--- src/rtl/i2crm_pkg.sv ---
package i2crm_pkg;

	typedef enum logic [3:0] {
		PH_IDLE,
		PH_START1,
		PH_ADDR1,
		PH_REG,
		PH_VALUE,
		PH_START2,
		PH_ADDR2,
		PH_READ,
		PH_RACK,
		PH_STOP
	} phase_t;

	localparam logic [1:0] ERR_OK        = 2'd0;
	localparam logic [1:0] ERR_BUS_BUSY  = 2'd1;
	localparam logic [1:0] ERR_ADDR_NACK = 2'd2;
	localparam logic [1:0] ERR_DATA_NACK = 2'd3;

	localparam int unsigned QueueDepth = 2;

	typedef struct packed {
		logic       sda_in;
		logic       command_valid;
		logic       func;
		logic [6:0] device_address;
		logic [7:0] register_index;
		logic [7:0] write_value;
		logic [7:0] read_length;
	} tick_t;

	typedef struct packed {
		logic       scl_release;
		logic       sda_release;
		logic       busy_res;
		logic [7:0] read_byte;
		logic       read_valid;
		logic       read_last;
		logic       done_res;
		logic [1:0] error_code;
	} result_t;

endpackage

--- src/rtl/i2crm_tick_if.sv ---
interface i2crm_tick_if import i2crm_pkg::*; ();
	logic  valid;
	logic  ready;
	tick_t data;
	modport source (output valid, output data, input ready);
	modport sink (input valid, input data, output ready);
endinterface

--- src/rtl/i2crm_result_if.sv ---
interface i2crm_result_if import i2crm_pkg::*; ();
	logic    valid;
	logic    ready;
	result_t data;
	modport source (output valid, output data, input ready);
	modport sink (input valid, input data, output ready);
endinterface

--- src/rtl/i2crm_fifo.sv ---
module i2crm_fifo import i2crm_pkg::*; #(
	parameter int unsigned Depth = QueueDepth,
	parameter int unsigned Width = 1
) (
	input  logic             clk,
	input  logic             arst_n,
	input  logic             in_valid,
	output logic             in_ready,
	input  logic [Width-1:0] in_data,
	output logic             out_valid,
	input  logic             out_ready,
	output logic [Width-1:0] out_data
);
	localparam int unsigned AW = (Depth > 1) ? $clog2(Depth) : 1;
	localparam int unsigned CW = $clog2(Depth + 1);

	logic [Width-1:0] mem_q [Depth];
	logic [AW-1:0]    wr_q, rd_q;
	logic [CW-1:0]    cnt_q;
	logic             push, pop;

	assign in_ready  = cnt_q != CW'(Depth);
	assign out_valid = cnt_q != '0;
	assign out_data  = mem_q[rd_q];
	assign push      = in_valid && in_ready;
	assign pop       = out_valid && out_ready;

	always_ff @(posedge clk) begin
		if (push) begin
			mem_q[wr_q] <= in_data;
		end
	end

	always_ff @(posedge clk or negedge arst_n) begin
		if (!arst_n) begin
			wr_q  <= '0;
			rd_q  <= '0;
			cnt_q <= '0;
		end else begin
			if (push) begin
				wr_q <= (wr_q == AW'(Depth - 1)) ? '0 : wr_q + 1'b1;
			end
			if (pop) begin
				rd_q <= (rd_q == AW'(Depth - 1)) ? '0 : rd_q + 1'b1;
			end
			cnt_q <= cnt_q + CW'(push) - CW'(pop);
		end
	end
endmodule

--- src/rtl/i2crm_engine.sv ---
module i2crm_engine import i2crm_pkg::*; (
	input  logic    clk,
	input  logic    arst_n,
	input  logic    tick_valid,
	output logic    tick_ready,
	input  tick_t   tick,
	output logic    res_valid,
	input  logic    res_ready,
	output result_t res
);
	phase_t     phase_q, ph, phase_d;
	logic [1:0] quarter_q, qt, quarter_d;
	logic [3:0] bit_count_q, bit_count_d;
	logic [7:0] shift_q, shift_d, bytes_left_q, bytes_left_d;
	logic [6:0] addr_q, addr_d;
	logic [7:0] reg_q, reg_d, val_q, val_d;
	logic       is_read_q, is_read_d;
	logic [1:0] last_err_q, last_err_d;
	logic       scl_q, scl_d, sda_q, sda_d;
	logic       out_valid_q;
	result_t    out_q, r;
	logic       step, fail, last_byte;
	logic [3:0] bc_inc;
	logic [7:0] shift_in;

	assign tick_ready = !out_valid_q || res_ready;
	assign step       = tick_valid && tick_ready;
	assign res_valid  = out_valid_q;
	assign res        = out_q;
	assign last_byte  = bytes_left_q <= 8'd1;
	assign bc_inc     = bit_count_q + 4'd1;
	assign shift_in   = {shift_q[6:0], tick.sda_in};

	always_comb begin
		ph = phase_q;
		qt = quarter_q;
		phase_d = phase_q;
		quarter_d = quarter_q;
		bit_count_d = bit_count_q;
		shift_d = shift_q;
		bytes_left_d = bytes_left_q;
		addr_d = addr_q;
		reg_d = reg_q;
		val_d = val_q;
		is_read_d = is_read_q;
		last_err_d = last_err_q;
		scl_d = scl_q;
		sda_d = sda_q;
		fail = 1'b0;
		r = '0;
		r.busy_res = 1'b1;
		if (phase_q == PH_IDLE && tick.command_valid) begin
			is_read_d = tick.func;
			addr_d = tick.device_address;
			reg_d = tick.register_index;
			val_d = tick.write_value;
			bytes_left_d = (tick.read_length == 8'd0) ? 8'd1 : tick.read_length;
			last_err_d = ERR_OK;
			ph = PH_START1;
			qt = 2'd0;
			phase_d = PH_START1;
			quarter_d = 2'd0;
		end
		unique case (ph)
			PH_START1, PH_START2: begin
				if (qt == 2'd0) begin
					sda_d = 1'b1;
					scl_d = 1'b1;
					fail = !tick.sda_in;
					quarter_d = 2'd1;
				end else if (qt == 2'd1) begin
					sda_d = 1'b0;
					fail = tick.sda_in;
					quarter_d = 2'd2;
				end else begin
					scl_d = 1'b0;
					phase_d = (ph == PH_START1) ? PH_ADDR1 : PH_ADDR2;
					shift_d = {addr_q, (ph == PH_START2)};
					bit_count_d = '0;
					quarter_d = 2'd0;
				end
			end
			PH_ADDR1, PH_REG, PH_VALUE, PH_ADDR2: begin
				if (qt == 2'd0) begin
					scl_d = 1'b0;
					quarter_d = 2'd1;
				end else if (qt == 2'd1) begin
					sda_d = bit_count_q[3] ? 1'b1 : shift_q[7];
					if (!bit_count_q[3]) begin
						shift_d = {shift_q[6:0], 1'b0};
					end
					quarter_d = 2'd2;
				end else begin
					scl_d = 1'b1;
					quarter_d = 2'd0;
					if (!bit_count_q[3]) begin
						bit_count_d = bc_inc;
					end else begin
						bit_count_d = '0;
						if (tick.sda_in) begin
							last_err_d = (ph == PH_ADDR1 || ph == PH_ADDR2) ?
								ERR_ADDR_NACK : ERR_DATA_NACK;
							phase_d = PH_STOP;
						end else if (ph == PH_ADDR1) begin
							phase_d = PH_REG;
							shift_d = reg_q;
						end else if (ph == PH_REG) begin
							phase_d = is_read_q ? PH_START2 : PH_VALUE;
							shift_d = val_q;
						end else if (ph == PH_VALUE) begin
							phase_d = PH_STOP;
						end else begin
							phase_d = PH_READ;
							shift_d = '0;
						end
					end
				end
			end
			PH_READ: begin
				if (qt == 2'd0) begin
					scl_d = 1'b0;
					if (bit_count_q == '0) begin
						sda_d = 1'b1;
					end
					quarter_d = 2'd1;
				end else begin
					scl_d = 1'b1;
					shift_d = shift_in;
					bit_count_d = bc_inc;
					quarter_d = 2'd0;
					if (bc_inc[3]) begin
						r.read_byte = shift_in;
						r.read_valid = 1'b1;
						r.read_last = last_byte;
						phase_d = PH_RACK;
					end
				end
			end
			PH_RACK: begin
				unique case (qt)
					2'd0: begin
						scl_d = 1'b0;
						quarter_d = 2'd1;
					end
					2'd1: begin
						sda_d = last_byte;
						quarter_d = 2'd2;
					end
					2'd2: begin
						scl_d = 1'b1;
						quarter_d = 2'd3;
					end
					default: begin
						scl_d = 1'b0;
						quarter_d = 2'd0;
						if (last_byte) begin
							phase_d = PH_STOP;
						end else begin
							bytes_left_d = bytes_left_q - 8'd1;
							phase_d = PH_READ;
							shift_d = '0;
							bit_count_d = '0;
						end
					end
				endcase
			end
			PH_STOP: begin
				unique case (qt)
					2'd0: begin
						scl_d = 1'b0;
						quarter_d = 2'd1;
					end
					2'd1: begin
						sda_d = 1'b0;
						quarter_d = 2'd2;
					end
					2'd2: begin
						scl_d = 1'b1;
						quarter_d = 2'd3;
					end
					default: begin
						sda_d = 1'b1;
						r.done_res = 1'b1;
						r.error_code = last_err_q;
						phase_d = PH_IDLE;
						quarter_d = 2'd0;
					end
				endcase
			end
			default: begin
				phase_d = PH_IDLE;
				quarter_d = 2'd0;
				scl_d = 1'b1;
				sda_d = 1'b1;
				r.busy_res = 1'b0;
			end
		endcase
		r.scl_release = scl_d;
		r.sda_release = sda_d;
		if (fail) begin
			r.done_res = 1'b1;
			r.error_code = ERR_BUS_BUSY;
			last_err_d = ERR_BUS_BUSY;
			phase_d = PH_IDLE;
			quarter_d = 2'd0;
			scl_d = 1'b1;
			sda_d = 1'b1;
		end
	end

	always_ff @(posedge clk) begin
		if (step) begin
			out_q <= r;
		end
	end

	always_ff @(posedge clk or negedge arst_n) begin
		if (!arst_n) begin
			phase_q <= PH_IDLE;
			quarter_q <= '0;
			bit_count_q <= '0;
			shift_q <= '0;
			bytes_left_q <= '0;
			addr_q <= '0;
			reg_q <= '0;
			val_q <= '0;
			is_read_q <= 1'b0;
			last_err_q <= ERR_OK;
			scl_q <= 1'b1;
			sda_q <= 1'b1;
			out_valid_q <= 1'b0;
		end else begin
			if (step) begin
				phase_q <= phase_d;
				quarter_q <= quarter_d;
				bit_count_q <= bit_count_d;
				shift_q <= shift_d;
				bytes_left_q <= bytes_left_d;
				addr_q <= addr_d;
				reg_q <= reg_d;
				val_q <= val_d;
				is_read_q <= is_read_d;
				last_err_q <= last_err_d;
				scl_q <= scl_d;
				sda_q <= sda_d;
				out_valid_q <= 1'b1;
			end else if (res_ready) begin
				out_valid_q <= 1'b0;
			end
		end
	end
endmodule

--- src/rtl/i2c_register_master_top.sv ---
// I2C register master, open-drain, one bus tick per item.
// Channel tick (sink): one item per prescaler tick carrying the sampled SDA
// level and an optional command (write or read of 1..255 bytes).
// Channel result (source): exactly one item per tick item, giving the SCL and
// SDA release levels for that tick, busy, received bytes and completion status.
// A front queue of Depth entries (two by default) holds incoming ticks; the bus
// engine takes one per cycle unless its result is still waiting to be taken,
// and registers its result: a result is valid the cycle after the engine accepts
// its tick, and each tick passes through a queue entry and the output register.
// A result is held in the output register while the receiver stalls; the
// queue then fills and tick ready drops until the result is taken.
// Reset leaves the bus idle with both lines released and no item pending.
module i2c_register_master_top import i2crm_pkg::*; #(
	parameter int unsigned Depth = QueueDepth
) (
	input  logic   clk,
	input  logic   arst_n,
	i2crm_tick_if.sink     tick,
	i2crm_result_if.source result
);
	localparam int unsigned TW = $bits(tick_t);

	logic          q_valid, q_ready;
	logic [TW-1:0] q_data;

	i2crm_fifo #(.Depth(Depth), .Width(TW)) u_fifo (
		.clk       (clk),
		.arst_n    (arst_n),
		.in_valid  (tick.valid),
		.in_ready  (tick.ready),
		.in_data   (tick.data),
		.out_valid (q_valid),
		.out_ready (q_ready),
		.out_data  (q_data)
	);

	i2crm_engine u_engine (
		.clk        (clk),
		.arst_n     (arst_n),
		.tick_valid (q_valid),
		.tick_ready (q_ready),
		.tick       (tick_t'(q_data)),
		.res_valid  (result.valid),
		.res_ready  (result.ready),
		.res        (result.data)
	);
endmodule
--- src/flat_wrapper.sv ---
// flat-port wrapper written by rule: the top's interface ports become plain ports
module i2c_register_master_top_flat import i2crm_pkg::*;
#(
	parameter int unsigned Depth = QueueDepth
)
  (clk, arst_n, tick_valid, tick_data, tick_ready, result_valid, result_data, result_ready);
  i2crm_tick_if tick_i ();
  i2crm_result_if result_i ();
  input  logic clk;
  input  logic arst_n;
  input wire logic [$bits(tick_i.valid)-1:0] tick_valid;
  input wire logic [$bits(tick_i.data)-1:0] tick_data;
  output wire logic [$bits(tick_i.ready)-1:0] tick_ready;
  output wire logic [$bits(result_i.valid)-1:0] result_valid;
  output wire logic [$bits(result_i.data)-1:0] result_data;
  input wire logic [$bits(result_i.ready)-1:0] result_ready;
  assign tick_i.valid = tick_valid;
  assign tick_i.data = tick_data;
  assign tick_ready = tick_i.ready;
  assign result_valid = result_i.valid;
  assign result_data = result_i.data;
  assign result_i.ready = result_ready;
  i2c_register_master_top #(.Depth(Depth)) u_core (.clk(clk), .arst_n(arst_n), .tick(tick_i), .result(result_i));
endmodule
--- config.mk ---
export PLATFORM = sky130hd
export DESIGN_NAME = i2c_register_master_top_flat
export DESIGN_NICKNAME = d
export VERILOG_FILES = /design/src/rtl/i2crm_pkg.sv /design/src/rtl/i2crm_tick_if.sv /design/src/rtl/i2crm_result_if.sv /design/src/rtl/i2crm_fifo.sv /design/src/rtl/i2crm_engine.sv /design/src/rtl/i2c_register_master_top.sv /design/src/flat_wrapper.sv
export SDC_FILE = /design/constraint.sdc
export NUM_CORES = 1
export LEC_CHECK = 0
export CAP_MARGIN = 40
export CELL_PAD_IN_SITES_DETAIL_PLACEMENT = 0
export CELL_PAD_IN_SITES_GLOBAL_PLACEMENT = 2
export CORE_UTILIZATION = 31
export CTS_BUF_LIST = sky130_fd_sc_hd__clkbuf_8 sky130_fd_sc_hd__clkbuf_16
export DETAILED_ROUTE_END_ITERATION = 12
export DONT_BUFFER_PORTS = 1
export PLACE_DENSITY_LB_ADDON = 0.1
export SKIP_LAST_GASP = 1
export SYNTH_ARGS = -nofsm -noshare
export SYNTH_HDL_FRONTEND = slang
export SYNTH_SLANG_ARGS = --single-unit
export TNS_END_PERCENT = 100
--- constraint.sdc ---
create_clock -name clk -period 3.5 [get_ports clk]
set_clock_uncertainty 0.15 [all_clocks]
set_input_delay 0 -clock clk [delete_from_list [all_inputs] [get_ports clk]]
set_output_delay 0 -clock clk [all_outputs]
set_load 0.02 [all_outputs]
==> results.py <==
metrics = {
    "grt": {
        "grt_overflow_total": 0,
        "grt_max_degree": 58,
        "grt_pass1_wl_mm": 25.34,
        "grt_pass1_vias": 4394,
        "antenna_found_initial": 0,
        "grt_usage_pct": 15.57,
    },
    "placed_design": {
        "postPlaceCellArea_sq_mm": 0.006879,
        "port_buffers": 0,
        "pre_cts_ws_ns": 0.4867,
        "post-dp-hpwl_mm": 10.60,
        "gp_congestion": 0.7986,
    },
    "timing": {
        "setup_ws_ns": 0.4849,
        "finalSetupViolations": 0,
        "rsz0062_at_grt": "no",
        "hold_viol": 0,
        "period_needed_ns": 3.015,
        "slew_headroom_pct": 54.60,
        "worstMarginPinSlew_ns": 0.6810,
        "fmax_mhz": 331.7,
        "setup_tns_ns": 0,
        "fin_crit_sh_pct": 86.15,
        "slew_violations": 0,
    },
    "worst_setup_path": {
        "cp.arrival_ns": 3.16,
        "criticalPathCategory": "register to register",
        "required_ns": 3.64,
        "crit_path_max_fanout": 8,
        "end_kind": "register",
        "critPathLaunchType": "register",
    },
    "clocking": {
        "cts_buffers": 17,
        "clock_path_buffers": 2,
        "cts_tree": "built",
        "postCtsSetupBuffers": 0,
        "clk_pin_slew_ns": 0.06,
        "cts-resized-gates": 0,
        "cts_max_level": 4,
        "cts_sinks": 143,
        "cts_root_buf": "clkbuf_16",
        "worstSkewPairLatency_ns": 0.42,
    },
    "die": {
        "die_y_microns": 146.7,
        "die_w_microns": 146.7,
        "dieArea_sq_mm": 0.02152,
        "fp-row-count": 52,
        "core_area_sq_mm": 0.02036,
        "start_util_pct": 31.87,
        "ios": 56,
    },
    "pwr": {
        "leakage_uw": 0.003001,
        "p_seq_share_pct": 39.7,
        "clockPowerShare_pct": 24.1,
        "p_sw_share_pct": 37.67,
        "power.density_mw_per_mm2": 901.4,
        "internal_power_uw": 4418,
        "p_sw_uw": 2670,
        "ir_drop_mv": 0.3105,
        "combPwrFrac_pct": 36.2,
    },
    "final_layout": {
        "drive_gt1_share_pct": 13.63,
        "num_antenna_cells": 0,
        "final_cell_area_sq_mm": 0.007864,
        "nets": 624,
        "synthToLayoutAreaGrowth_pct": 21.17,
    },
    "routing": {
        "first_pass_iters": 5,
        "drc": 0,
        "post_drt_wl_per_cell_microns": 18.31,
        "antenna_left": 0,
        "vias": 4249,
        "drt_iter0_drc": 258,
        "via_per_inst": 4.958,
        "wirelength_mm": 15.69,
    },
    "synth": {
        "syn_area_sq_mm": 0.006490,
        "synth_enable_flop_cells": 84,
        "async_reset_ff_share_pct": 41.26,
        "yosysTopAreaCellShare_pct": 38.87,
        "synth.largest_area_cell": "edfxtp_1",
        "syn_nets": 575,
        "yosysWarnings": 0,
        "synth_area_leaders": "edfxtp_1, dfrtp_1, mux2i_1",
        "syn_avg_cell_area_sq_um": 12.36,
        "ys_seq_area_share_pct": 61.65,
        "synth.distinct_cells": 67,
        "ys_seq_elements": 143,
        "synth_ff_type": "edfxtp_1",
        "synth_cells": 525,
    },
    "min_path": {
        "holdCritPathClass": "input pin to async pin",
    },
    "flow_run": {
        "drv_cap": 0,
    },
    "outcome": {
        "status": "finished, final reports clean",
    },
}
area by class of cell:
cell class | count | area [sq um]
Sequential cell | 143 | 4003
Clock inverter | 15 | 133.9
Clock buffer | 17 | 425.4
Tap cell | 270 | 337.8
Multi-Input combinational cell | 331 | 2293
Fill cell | 1946 | 12500
Inverter | 22 | 82.58
Timing Repair Buffer | 59 | 588.1
cells in the mapped netlist, drive strengths merged (3+ instances only):
cell type	count
buf	12
a22oi	3
o21ai	20
o211ai	4
o31ai	4
nand2b	9
nor3	9
nor2	37
edfxtp	84
nand4	4
dfrtp	57
o22a	3
o311ai	4
nor2b	3
o32a	3
clkbuf	17
nand3	11
nand2	40
or3b	3
nor4	10
a21oi	35
xnor2	4
o22ai	3
and2	4
a222oi	7
a31oi	4
ha	12
mux2	11
inv	22
mux2i	45
critical path: stages (launching register included):
cell     delay [ns]
dfrtp_2        0.36
mux2_2         0.38
nand2_1        0.15
and2_1         0.25
inv_1          0.09
ha_1           0.29
buf_4          0.19
or3b_2         0.50
nor3_1         0.20
nor2_1         0.07
o32a_1         0.29
registers in the layout (all words and copies together), names as in the netlist, 2 cells and up:
name and count:
u_core.u_engine.val_q 8, u_core.u_engine.shift_q 8, u_core.u_engine.bit_count_q 4, u_core.u_engine.addr_q 7, u_core.u_engine.phase_q 4, u_core.u_engine.quarter_q 2, u_core.u_engine.last_err_q 2, u_core.u_fifo.cnt_q 2
u_core.u_engine.reg_q 8, u_core.u_engine.res 16, u_core.u_engine.bytes_left_q 8, u_core.u_fifo.mem_q 68
per-stage QoR:
stage | std cells | hold slack, ns | power, uW | util [%]
final | 857 | 0.03726 | 7089 | 38.62
after CTS | 857 | 0.01688 | 7204 | 38.62
after global placement | 785 | -0.4417 | 5371 | 33.68
after detailed placement | 786 | -0.4422 | 5387 | 33.78
after global routing | 857 | 0.02790 | 7582 | 38.62
after floorplan | 525 | -0.4456 | 4573 | -
power by group through the flow:
| stage | Combinational [uW] | Clock [uW] | Sequential, uW |
|---|---|---|---|
| 6_report | 2560 | 1710 | 2810 |
| 5_1_grt | 2850 | 1850 | 2880 |
| 4_1_cts | 2610 | 1780 | 2820 |
| 3_5_place_dp | 2540 | 0 | 2850 |
| 3_3_place_gp | 2520 | 0 | 2850 |
| 2_1_floorplan | 1830 | 0 | 2740 |
layer usage:
layer	GRT usage, %	part of all wire, %
met2	24.12	47
met4	5.573	1.1
met5	0	0
met3	2.795	2.6
met1	21.82	49
cells by family (layout without fill, tap and decap cells):
kind of cell    after synthesis  after routing  synth area share, %
buf+inv                      51            113                3.142
simple gates                148            148                11.99
xor+xnor                      4              4               0.5398
fa+ha+maj                    12             12                2.313
compound gates              111            111                11.51
flops                       143            143                61.65
mux                          56             56                8.849
cells in the final DEF (no fill, tap or decap), drive strengths merged, types with 3 or more instances in the layout:
cell / Yosys / final
clkbuf: 17 / 17
o22ai: 3 / 3
a31oi: 4 / 4
o211ai: 4 / 4
nor2: 37 / 37
xnor2: 4 / 4
a222oi: 7 / 7
o21ai: 20 / 20
nor3: 9 / 9
o32a: 3 / 3
a22oi: 3 / 3
dlygate4sd3: 0 / 37
nor4: 10 / 10
buf: 12 / 22
o311ai: 4 / 4
nand2: 40 / 40
clkinv: 0 / 4
edfxtp: 84 / 84
clkinvlp: 0 / 3
mux2i: 45 / 45
inv: 22 / 29
nor2b: 3 / 3
ha: 12 / 12
o22a: 3 / 3
or3b: 3 / 3
nand3: 11 / 11
mux2: 11 / 11
nand2b: 9 / 9
a21oi: 35 / 35
dfrtp: 57 / 57
o31ai: 4 / 4
nand4: 4 / 4
and2: 4 / 4
final timing paths:
kind	endpoint	startpoint	depth (start not counted)	slack, ns
setup / recovery	u_core.u_engine.last_err_q[0]	u_core.u_fifo.rd_q	10	0.48
hold / removal	u_core.u_engine.scl_q	arst_n	2	0.04
setup reg to reg	u_core.u_engine.last_err_q[0]	u_core.u_fifo.rd_q	10	0.48
hold reg to reg	u_core.u_engine.last_err_q[1]	u_core.u_engine.last_err_q[1]	1	0.33
max in group asynchronous	u_core.u_fifo.rd_q	arst_n	3	2.83
min in group clk	u_core.u_fifo.mem_q[1][29]	tick_data[29]	1	0.08
timing repair:
item | CTS | global route
hold buffers | 39 | 0
endpoints found under the hold margin | 152 | 0
endpoints found under the setup margin | 0 | 0
No activity file was read; power rests on OpenSTA's default activity.
